===== config.mk =====
export PLATFORM = sky130hd
export DESIGN_NAME = tccw_sweep
export DESIGN_NICKNAME = d
export VERILOG_FILES = /design/src/sv/tccw_pkg.sv /design/src/sv/tccw_sweep.sv
export SDC_FILE = /design/constraint.sdc
export NUM_CORES = 1
export LEC_CHECK = 0
export BUFFER_PORTS_ARGS = -buffer_cell sky130_fd_sc_hd__buf_4
export CAP_MARGIN = 20
export CORE_MARGIN = 8
export CORE_UTILIZATION = 40
export CTS_CLUSTER_DIAMETER = 30
export DETAILED_ROUTE_END_ITERATION = 16
export MAX_ROUTING_LAYER = met4
export PLACE_DENSITY_LB_ADDON = 0.08
export SYNTH_ARGS = -nofsm -noshare
export SYNTH_HDL_FRONTEND = slang
export SYNTH_SLANG_ARGS = --single-unit

===== constraint.sdc =====
create_clock -name clk -period 1.7 [get_ports clk]
set_clock_uncertainty 0.15 [all_clocks]
set_input_delay 0.17 -clock clk [delete_from_list [all_inputs] [get_ports clk]]
set_output_delay 0.17 -clock clk [all_outputs]
set_load 0.05 [all_outputs]

===== src/sv/tccw_pkg.sv =====
`timescale 1ns / 1ps
`default_nettype none

package tccw_pkg;

  // Screen geometry
  localparam int COLUMNS    = 80;
  localparam int ROWS       = 25;
  localparam int CELL_COUNT = COLUMNS * ROWS;
  localparam int COPY_LEN   = CELL_COUNT - COLUMNS;

  localparam int ADDR_W = $clog2(CELL_COUNT);
  localparam int ROW_W  = $clog2(ROWS);
  localparam int COL_W  = $clog2(COLUMNS);

  // Character and attribute codes
  localparam logic [7:0]  NEWLINE_CODE = 8'd10;
  localparam logic [7:0]  SPACE_CODE   = 8'h20;
  localparam logic [7:0]  ATTR_RESET   = 8'h07;
  localparam logic [15:0] RESET_CELL   = {ATTR_RESET, SPACE_CODE};

  // Operation codes
  localparam logic OP_PUT  = 1'b0;
  localparam logic OP_READ = 1'b1;

  // Configuration port
  localparam int          CFG_ADDR_W    = 3;
  localparam logic        REG_SEL_ATTR  = 1'b0;

  typedef struct packed {
    logic        operation;
    logic [7:0]  char_code;
    logic [10:0] read_index;
  } in_req_t;

  typedef struct packed {
    logic [15:0] cell_value;
    logic [4:0]  cursor_row_out;
    logic [6:0]  cursor_col_out;
  } out_result_t;

  // Memory traffic and status of the sweep unit
  typedef struct packed {
    logic              rd_en;
    logic [ADDR_W-1:0] rd_addr;
    logic              wr_en;
    logic [ADDR_W-1:0] wr_addr;
    logic [15:0]       wr_data;
    logic              done;
  } sweep_req_t;

endpackage

`default_nettype wire


===== src/sv/tccw_sweep.sv =====
`timescale 1ns / 1ps
`default_nettype none

module tccw_sweep (
  input  wire logic                 clk,
  input  wire logic                 rst_n,
  input  wire logic                 go,
  input  wire logic [7:0]           blank_attr,
  input  wire logic [15:0]          ram_rdata,
  output tccw_pkg::sweep_req_t      req
);

  logic                          active_r;
  logic                          clear_r;
  logic [tccw_pkg::ADDR_W-1:0]   cnt_r;
  logic                          wr_en_r;
  logic [tccw_pkg::ADDR_W-1:0]   wr_addr_r;
  logic                          wr_copy_r;
  logic [15:0]                   wr_blank_r;
  logic                          copy_phase;
  logic                          last_cnt;

  assign copy_phase = !clear_r && (cnt_r < tccw_pkg::ADDR_W'(tccw_pkg::COPY_LEN));
  assign last_cnt   = (cnt_r == tccw_pkg::ADDR_W'(tccw_pkg::CELL_COUNT - 1));

  always_comb begin
    req.rd_en   = active_r && copy_phase;
    req.rd_addr = cnt_r + tccw_pkg::ADDR_W'(tccw_pkg::COLUMNS);
    req.wr_en   = wr_en_r;
    req.wr_addr = wr_addr_r;
    req.wr_data = wr_copy_r ? ram_rdata : wr_blank_r;
    req.done    = wr_en_r && !active_r;
  end

  // Reset starts a clearing pass; go starts a one-line scroll.
  always_ff @(posedge clk) begin
    if (!rst_n) begin
      active_r <= 1'b1;
      clear_r  <= 1'b1;
      cnt_r    <= '0;
      wr_en_r  <= 1'b0;
    end else begin
      if (go) begin
        active_r <= 1'b1;
        clear_r  <= 1'b0;
        cnt_r    <= '0;
      end else if (active_r) begin
        cnt_r <= cnt_r + tccw_pkg::ADDR_W'(1);
        if (last_cnt) begin
          active_r <= 1'b0;
        end
      end
      wr_en_r <= active_r;
    end
  end

  // Write stage: lines up with the registered read data
  always_ff @(posedge clk) begin
    wr_addr_r  <= cnt_r;
    wr_copy_r  <= copy_phase;
    wr_blank_r <= clear_r ? tccw_pkg::RESET_CELL : {blank_attr, tccw_pkg::SPACE_CODE};
  end

endmodule

`default_nettype wire


Yosys cells after proc, flatten, opt, wreduce, memory -nomap -nowiden --
Index checks and enable logic that the tools add are counted.
Operators by class: magnitude comparators 1, muxes and demuxes 3, reduce and logical (&&, ||, !) cells 6, equality and inequality tests 1, bitwise operators 1, add/subtract/negate cells 2
Operators with widths (count):
- 16-bit 2-to-1 mux | 1
- 11-bit by 1-bit adder with 11-bit output, second input constant | 1
- 11-bit by 7-bit adder with 11-bit output, second input constant | 1
- 11-bit == test, second input constant | 1
- 11-bit less-than comparator, second input constant | 1
- 1-bit logical AND | 3
- 1-bit zero test | 2
- 1-bit 2-to-1 mux | 2
- 2-bit OR reduction | 1
- 1-bit inverter | 1
Storage, ports and cells: input bits 27, logic and storage cells 22, register bits 42, output and inout port bits 41

Longest topological paths before layout --
Gate-level depths: netlist (run 1).
depth after elaboration 3, gate-level depth with buffers 5, mapped depth without buffers 5

Worst setup path before layout (run 1) --
OpenSTA, ideal clock, no wires.
path kind reg2out, start register cnt_r[4] (netlist name), end output req[39] (netlist name), data arrival time 1.610 ns, path slack -0.230 ns, data required time 1.380 ns, path buffers 0, cell stages (with the launch flop) 4, path through dfxtp_1 ha_1 o2111ai_1 xnor2_1
RTL lines:
- from (decl) | RTL line tccw_sweep.sv:15 | logic [tccw_pkg::ADDR_W-1:0] cnt_r;
- from (signal assigned) | RTL line tccw_sweep.sv:48 | cnt_r <= cnt_r + tccw_pkg::ADDR_W'(1);
- to (decl) | RTL line tccw_sweep.sv:10 | output tccw_pkg::sweep_req_t req

==> impl_metrics.csv, run 1 <==
group,metric,value,unit
final_layout,antenna_cells,0,
drt,avgViaCountPerCell,4.67,
synth,ys_types,27,
critical_path,cp-start-kind,"flop",
drt,met2_length,1840,um
die,ios,68,
critical_path,cp_max_fo,6,
power_and_ir_drop,leakagePower,0.982,nW
critical_path,required,1.38,ns
synth,syn_area,0.00138,mm^2
sta,layout_setup_ws,-0.00218,ns
drt,routed_wl,3590,um
clock_network,numCtsBuffers,5,
die,coreArea,0.00331,mm^2
drt,vias,1237,
clock_network,clk_pin_slew,0.10,ns
clock_network,htreeDepth,2,
critical_path,worst_ep_arrival_time,1.38,ns
synth,syn_nets,168,
critical_path,crit_family,"flip-flops",
place,gp_congestion,0.808,
synth,synthSimpleGateAreaFrac,20.7,%
synth,synth_seq_area_share,49.5,%
place,place_inst,247,
drt,drtIter0Drc,41,
outcome,status,"complete, but fails checks",
grt,grt_max_degree,12,
place,place_hpwl,2720,um
grt,grt_pass1_vias,1341,
synth,synth_top_area_cell,"dfxtp_1",
drt,antenna_left,0,
synth,netlist_top_cells_area,"dfxtp_1 49%, mux2_2 6.6%, and2_1 4.1%",
final_layout,final_core_util,68.2,%
clock_network,worstSkewPairLatency,0.32,ns
final_layout,drive_above_1_share,53.9,%
synth,yosysWarningCount,0,
synth,synthAdderAreaFrac,2.73,%
die,rows,21,
sta,setup_violations,1,
sta,fin_crit_sh,100,%
grt,grt_usage,13.9,%
synth,ys_ff_latch,34,
drt,drc,0,
critical_path,path_buf_inv,2,
synth,synthMuxAreaShare,7.28,%
clock_network,cts_root_buffer,"clkbuf_4",
synth,synthCells,138,
clock_network,postCtsSetupRepairBufs,0,
drt,wl_met1,1390,um
flow_run,max_cap_viol_count,0,
sta,max_slew_margin,70.7,%
critical_path,worstSetupPathType,"flop to output port",
critical_path,cp_slowest_stage_delay,0.35,ns
sta,tns,-0.00218,ns
grt,grt_pass1_wl,5890,um
final_layout,syn_to_final_growth,64.1,%
synth,synth-edff-count,0,
sta,max_freq,587,MHz
clock_network,cts_buffer_depth,2,
critical_path,path_cells,"buf_4 > a21oi_4 > nor2_2 > xor2_2 > buf_6",
place,pre_cts_ws,0.0314,ns
synth,synth_xor_area_share,4.46,%
critical_path,end_kind,"output port",
grt,overflow,0,
synth,avgSynthCellArea,9.96,um^2
synth,synth-async-reset-ratio,0,%
die,dieArea,0.00557,mm^2
drt,routed-wl-met3,327,um
final_layout,num-nets-final,249,
drt,drtPass1Iterations,4,
power_and_ir_drop,vdd_ir_drop_max,0.000765,V
place,portBuffers,67,
sta,tightest_slew,0.439,ns
sta,final.min_clock_period,1.70,ns
die,die_y,74.6,um
clock_network,cts_tree,"built",
critical_path,critical_path.slowest_cell,"dfxtp_2",
sta,final_max_slew_viol_count,0,
drt,top_layer,"met4",
final_layout,fill_cells,294,
clock_network,cts.sink_count,34,
outcome,violations,"negative setup slack",
sta,grt_setup_unrepaired,"true",
die,start_util,41.5,%
die,die_w,74.6,um
synth,synth_top_family_by_area,"simple AND/OR/NAND/NOR gates",
synth,synth_top_area_share,49.5,%
synth,synth_compound_area_share,8.74,%
grt,antenna_found_initial,0,
worst_hold_path,hp-class,"flop to flop",
synth,synth_flop_cell,"dfxtp_1",
power_and_ir_drop,p_per_area,762,mW/mm^2
drt,post_drt_wl_per_cell,13.6,um
sta,hold_viol_final,0,
final_layout,finalNonFillerCells,265,
-- flip-flops by register name (all words and copies together) (netlist names) --
signal / flops
active_r: 1
clear_r: 1
cnt_r: 11
wr_addr_r: 11
wr_blank_r: 8
wr_copy_r: 1
wr_en_r: 1
-- report_power, final --
group          internal, mW  leakage [nW]  total (mW)  switching [mW]
sequential            0.811         0.282       0.827          0.0159
clock                 0.342        0.0443       0.594           0.252
combinational         0.132         0.655       0.299           0.167
total                  1.29         0.982        1.72           0.435
-- kinds of logic after synthesis --
kind of cell               count (synthesis)
and+or+nand+nor                           48
AOI/OAI and AO/OA                         20
xor gates and xnor gates                   7
buffers and inverters                     17
adders and majority gates                  3
DFF                                       34
muxes                                      9
-- metrics by stage --
stage | cell area, um^2 | hold slack [ns] | power [mW]
5_1_grt | 2260 | 0.242 | 1.79
3_5_place_dp | 1950 | 0.208 | 1.13
6_report | 2260 | 0.236 | 1.72
2_1_floorplan | 1410 | 0.0962 | 1.02
4_1_cts | 2190 | 0.268 | 1.74
3_3_place_gp | 1950 | 0.204 | 1.13
-- layout by cell type, fill, tap and decap left out, types with 3 or more instances in the layout --
cell type / netlist / final
buf_4: 6 / 68
dfxtp_1: 34 / 22
dlygate4sd3_1: 0 / 11
nand2_1: 9 / 9
and2_1: 9 / 9
mux2_2: 8 / 8
a21oi_1: 9 / 8
dfxtp_2: 0 / 8
nor2b_1: 7 / 7
buf_6: 0 / 7
inv_1: 5 / 5
o31ai_1: 5 / 5
clkbuf_4: 0 / 5
xnor2_2: 0 / 4
or4_1: 4 / 4
or2_2: 4 / 4
dfxtp_4: 0 / 4
nand3_1: 3 / 3
o21ai_0: 4 / 3
nor2_1: 4 / 3
-- path summary, 6_finish.rpt --
| path | from | end | slack, ns | cells after the start |
|---|---|---|---|---|
| setup / recovery | cnt_r[5]$_SDFFE_PP0P_ | req[38] | -0.002 | 5 |
| hold reg to reg | cnt_r[1]$_SDFFE_PP0P_ | wr_addr_r[1]$_DFF_P_ | 0.24 | 0 |
| setup reg to reg | cnt_r[2]$_SDFFE_PP0P_ | cnt_r[7]$_SDFFE_PP0P_ | 0.10 | 3 |
| hold / removal | cnt_r[1]$_SDFFE_PP0P_ | wr_addr_r[1]$_DFF_P_ | 0.24 | 0 |
-- worst register-to-register path: stages (launching register included) --
cell and delay (ns):
dfxtp_1 0.45, nand4_2 0.25, or4_1 0.52, a21oi_1 0.15
-- cell type report --
| cell class | instances | area (um^2) | area share (%) |
|---|---|---|---|
| clock buffer | 6 | 51.3 | 2.27 |
| sequential | 34 | 706 | 31.3 |
| clock inverter | 1 | 30.0 | 1.33 |
| tap | 46 | 57.6 | 2.55 |
| inverter | 5 | 18.8 | 0.831 |
| multi-input combinational | 87 | 694 | 30.8 |
| timing repair buffer | 86 | 699 | 31.0 |
-- cells in the mapped netlist, types with 3 or more instances --
cell,n
ha_1,3
dfxtp_1,34
o21ai_0,4
inv_1,5
nand3_1,3
buf_2,3
xnor2_1,5
a21oi_1,9
buf_4,6
and2_1,9
mux2_2,8
o31ai_1,5
nor2b_1,7
or4_1,4
clkbuf_1,3
nand2_1,9
or2_2,4
nor2_1,4
-- repair_timing --
item	CTS	global route
pin swaps	0	2
setup endpoints to repair	21	17
resized for setup	16	17
hold buffers	11	0
hold endpoints to repair	11	0
-- routing by layer --
metal  up-vias  GRT usage, %
met5         -             -
met4         0          6.74
met3         4          4.93
met2        43          23.7
met1       563          13.9
li1        627             -
(Power assumes the default switching activity.)
==> run 2: changes to the inputs <==
--- a/config.mk
+++ b/config.mk
@@ -8,7 +8,7 @@
 export BUFFER_PORTS_ARGS = -buffer_cell sky130_fd_sc_hd__buf_4
 export CAP_MARGIN = 20
 export CORE_MARGIN = 8
-export CORE_UTILIZATION = 40
+export CORE_UTILIZATION = 45
 export CTS_CLUSTER_DIAMETER = 30
 export DETAILED_ROUTE_END_ITERATION = 16
 export MAX_ROUTING_LAYER = met4
==> constraint.sdc (replaced) <==
create_clock -name clk -period 1.86 [get_ports clk]
set_clock_uncertainty 0.15 [all_clocks]
set_input_delay 0.186 -clock clk [delete_from_list [all_inputs] [get_ports clk]]
set_output_delay 0.186 -clock clk [all_outputs]
set_load 0.05 [all_outputs]
==> run 2 against run 1 <==
Against the previous run:
- the flow now finishes without violations
- highest routed layer unchanged
- largest cell class unchanged
- sequential cell count unchanged
- non-clock buffer count down 6
- combinational power down 10%
- global-route usage up 1.2 points
- register-to-register slack better by 0.05 ns
- die area down 8.8%
- critical path type unchanged
==> impl_metrics.csv, run 2 (same netlist as run 1, synthesis figures left out) <==
group,metric,value,unit
final_layout,antenna_cells,0,
critical_path,reg2reg_to,"cnt_r[10]$_SDFFE_PP0P_",
critical_path,r2r.worst_path.cells,4,
die,rows,20,
grt,grt_max_degree,17,
die,dieArea,0.00508,mm^2
clock_network,numCtsBuffers,5,
critical_path,crit_end,"req[39]",
sta,tightest_slew,0.432,ns
power_and_ir_drop,vdd_ir_drop_max,0.000527,V
sta,tns,0,ns
critical_path,crit_path_start,"cnt_r[5]$_SDFFE_PP0P_",
drt,drtIter0Drc,40,
die,start_util,46.2,%
outcome,status,"finished, final reports clean",
clock_network,postCtsSetupRepairBufs,0,
final_layout,finalNonFillerCells,245,
die,coreArea,0.00298,mm^2
die,ios,68,
critical_path,rrSetupSlack,0.15,ns
final_layout,num-nets-final,243,
worst_hold_path,hold_depth,0,
critical_path,worst_ep_arrival_time,1.45,ns
final_layout,top_regs,"cnt_r: 11 flops, wr_addr_r: 11 flops, wr_blank_r: 8 flops",
sta,max_slew_margin,71.2,%
sta,fin_crit_sh,96.3,%
worst_hold_path,hp-start,"cnt_r[1]$_SDFFE_PP0P_",
critical_path,cp_max_fo,7,
grt,grt_pass1_vias,1230,
drt,antenna_left,0,
final_layout,mostFrequentLayoutCell,"buf_4",
place,portBuffers,67,
drt,routed_wl,3630,um
drt,avgViaCountPerCell,5.06,
critical_path,required,1.52,ns
sta,final_max_slew_viol_count,0,
critical_path,reg2reg_from,"cnt_r[1]$_SDFFE_PP0P_",
power_and_ir_drop,p_per_area,685,mW/mm^2
grt,overflow,0,
worst_hold_path,hp-class,"flop to flop",
die,die_w,71.3,um
clock_network,worstSkewPairLatency,0.33,ns
die,die_y,71.3,um
clock_network,cts_root_buffer,"clkbuf_4",
final_layout,syn_to_final_growth,50.3,%
power_and_ir_drop,leakagePower,0.938,nW
final_layout,fill_cells,246,
final_layout,drive_above_1_share,48.1,%
grt,grt_pass1_wl,5940,um
drt,post_drt_wl_per_cell,14.8,um
sta,hold_ws,0.271,ns
place,place_inst,229,
sta,grt_setup_unrepaired,"false",
clock_network,cts_tree,"built",
place,gp_congestion,0.785,
final_layout,final_cell_mix,"70 x buf_4, 28 x dfxtp_1, 10 x dlygate4sd3_1",
clock_network,clk_pin_slew,0.09,ns
drt,drtPass1Iterations,4,
place,place_hpwl,2540,um
clock_network,cts.sink_count,34,
flow_run,max_cap_viol_count,0,
sta,max_freq,558,MHz
drt,drc,0,
clock_network,cts_buffer_depth,2,
clock_network,htreeDepth,2,
grt,grt_usage,15.1,%
critical_path,worstSetupPathType,"flop to output port",
critical_path,end_kind,"output port",
drt,vias,1239,
grt,antenna_found_initial,0,
sta,final.min_clock_period,1.79,ns
sta,setup_violations,0,
sta,hold_viol_final,0,
critical_path,cp-start-kind,"flop",
run 2: cell count changes in the layout (fill, tap and decap cells not counted), sizes merged:
cell	change
buf	-5
bufinv	-1
dlygate4sd3	-1
run 2: through the flow:
stage | area (um^2) | worst slack [ns] | util (%) | power [mW]
final | 2070 | 0.0692 | 69.4 | 1.42
after CTS | 2060 | 0.00343 | 69.2 | 1.43
after global placement | 1890 | 0.231 | 63.3 | 1.03
after global routing | 2070 | 0.00630 | 69.4 | 1.48
after floorplan | 1390 | 0.0832 | - | 0.936
after detailed placement | 1890 | 0.156 | 63.3 | 1.03
run 2: report_power, final:
part	switching [mW]	internal, mW	leakage, nW
sequential	0.0154	0.745	0.280
clock	0.217	0.170	0.0302
combinational	0.151	0.117	0.627
total	0.383	1.03	0.938
run 2: cell type report:
type / count / area, um^2 / share of cell area (%)
tap: 33 / 41.3 / 2.00
multi-input combinational: 87 / 642 / 31.1
timing repair buffer: 80 / 626 / 30.3
sequential: 34 / 688 / 33.3
clock buffer: 6 / 51.3 / 2.48
inverter: 5 / 18.8 / 0.908
run 2: repair_timing:
| action | in CTS | in global routing |
|---|---|---|
| resized for setup | 7 | 4 |
| endpoints found under the hold margin | 11 | 0 |
| setup endpoints to repair | 10 | 4 |
| hold buffers | 10 | 0 |
| cloned | 0 | 0 |
run 2: worst max-delay path: stages, from the launching register on:
cell and delay (ns):
dfxtp_2 0.37, ha_4 0.19, o2111ai_2 0.21, xnor2_2 0.13, buf_4 0.21
run 2: how the worst min path moves through the flow:
stage	to	slack [ns]
2_1_floorplan	clear_r$_SDFFE_PN1P_	0.11
3_3_place_gp	wr_blank_r[9]$_SDFF_PP1_	0.22
3_5_place_dp	wr_blank_r[10]$_SDFF_PP1_	0.22
4_1_cts	wr_addr_r[1]$_DFF_P_	0.28
5_1_grt	wr_addr_r[1]$_DFF_P_	0.29
6_report	wr_addr_r[1]$_DFF_P_	0.27
run 2: layer usage:
metal / GRT usage (%) / vias to the layer above / routed length [um]
met3: 6.69 / 10 / 390
met4: 8.55 / 0 / 88
met2: 23.4 / 66 / 1660
met1: 15.8 / 553 / 1490
met5: - / - / 0
li1: - / 610 / -
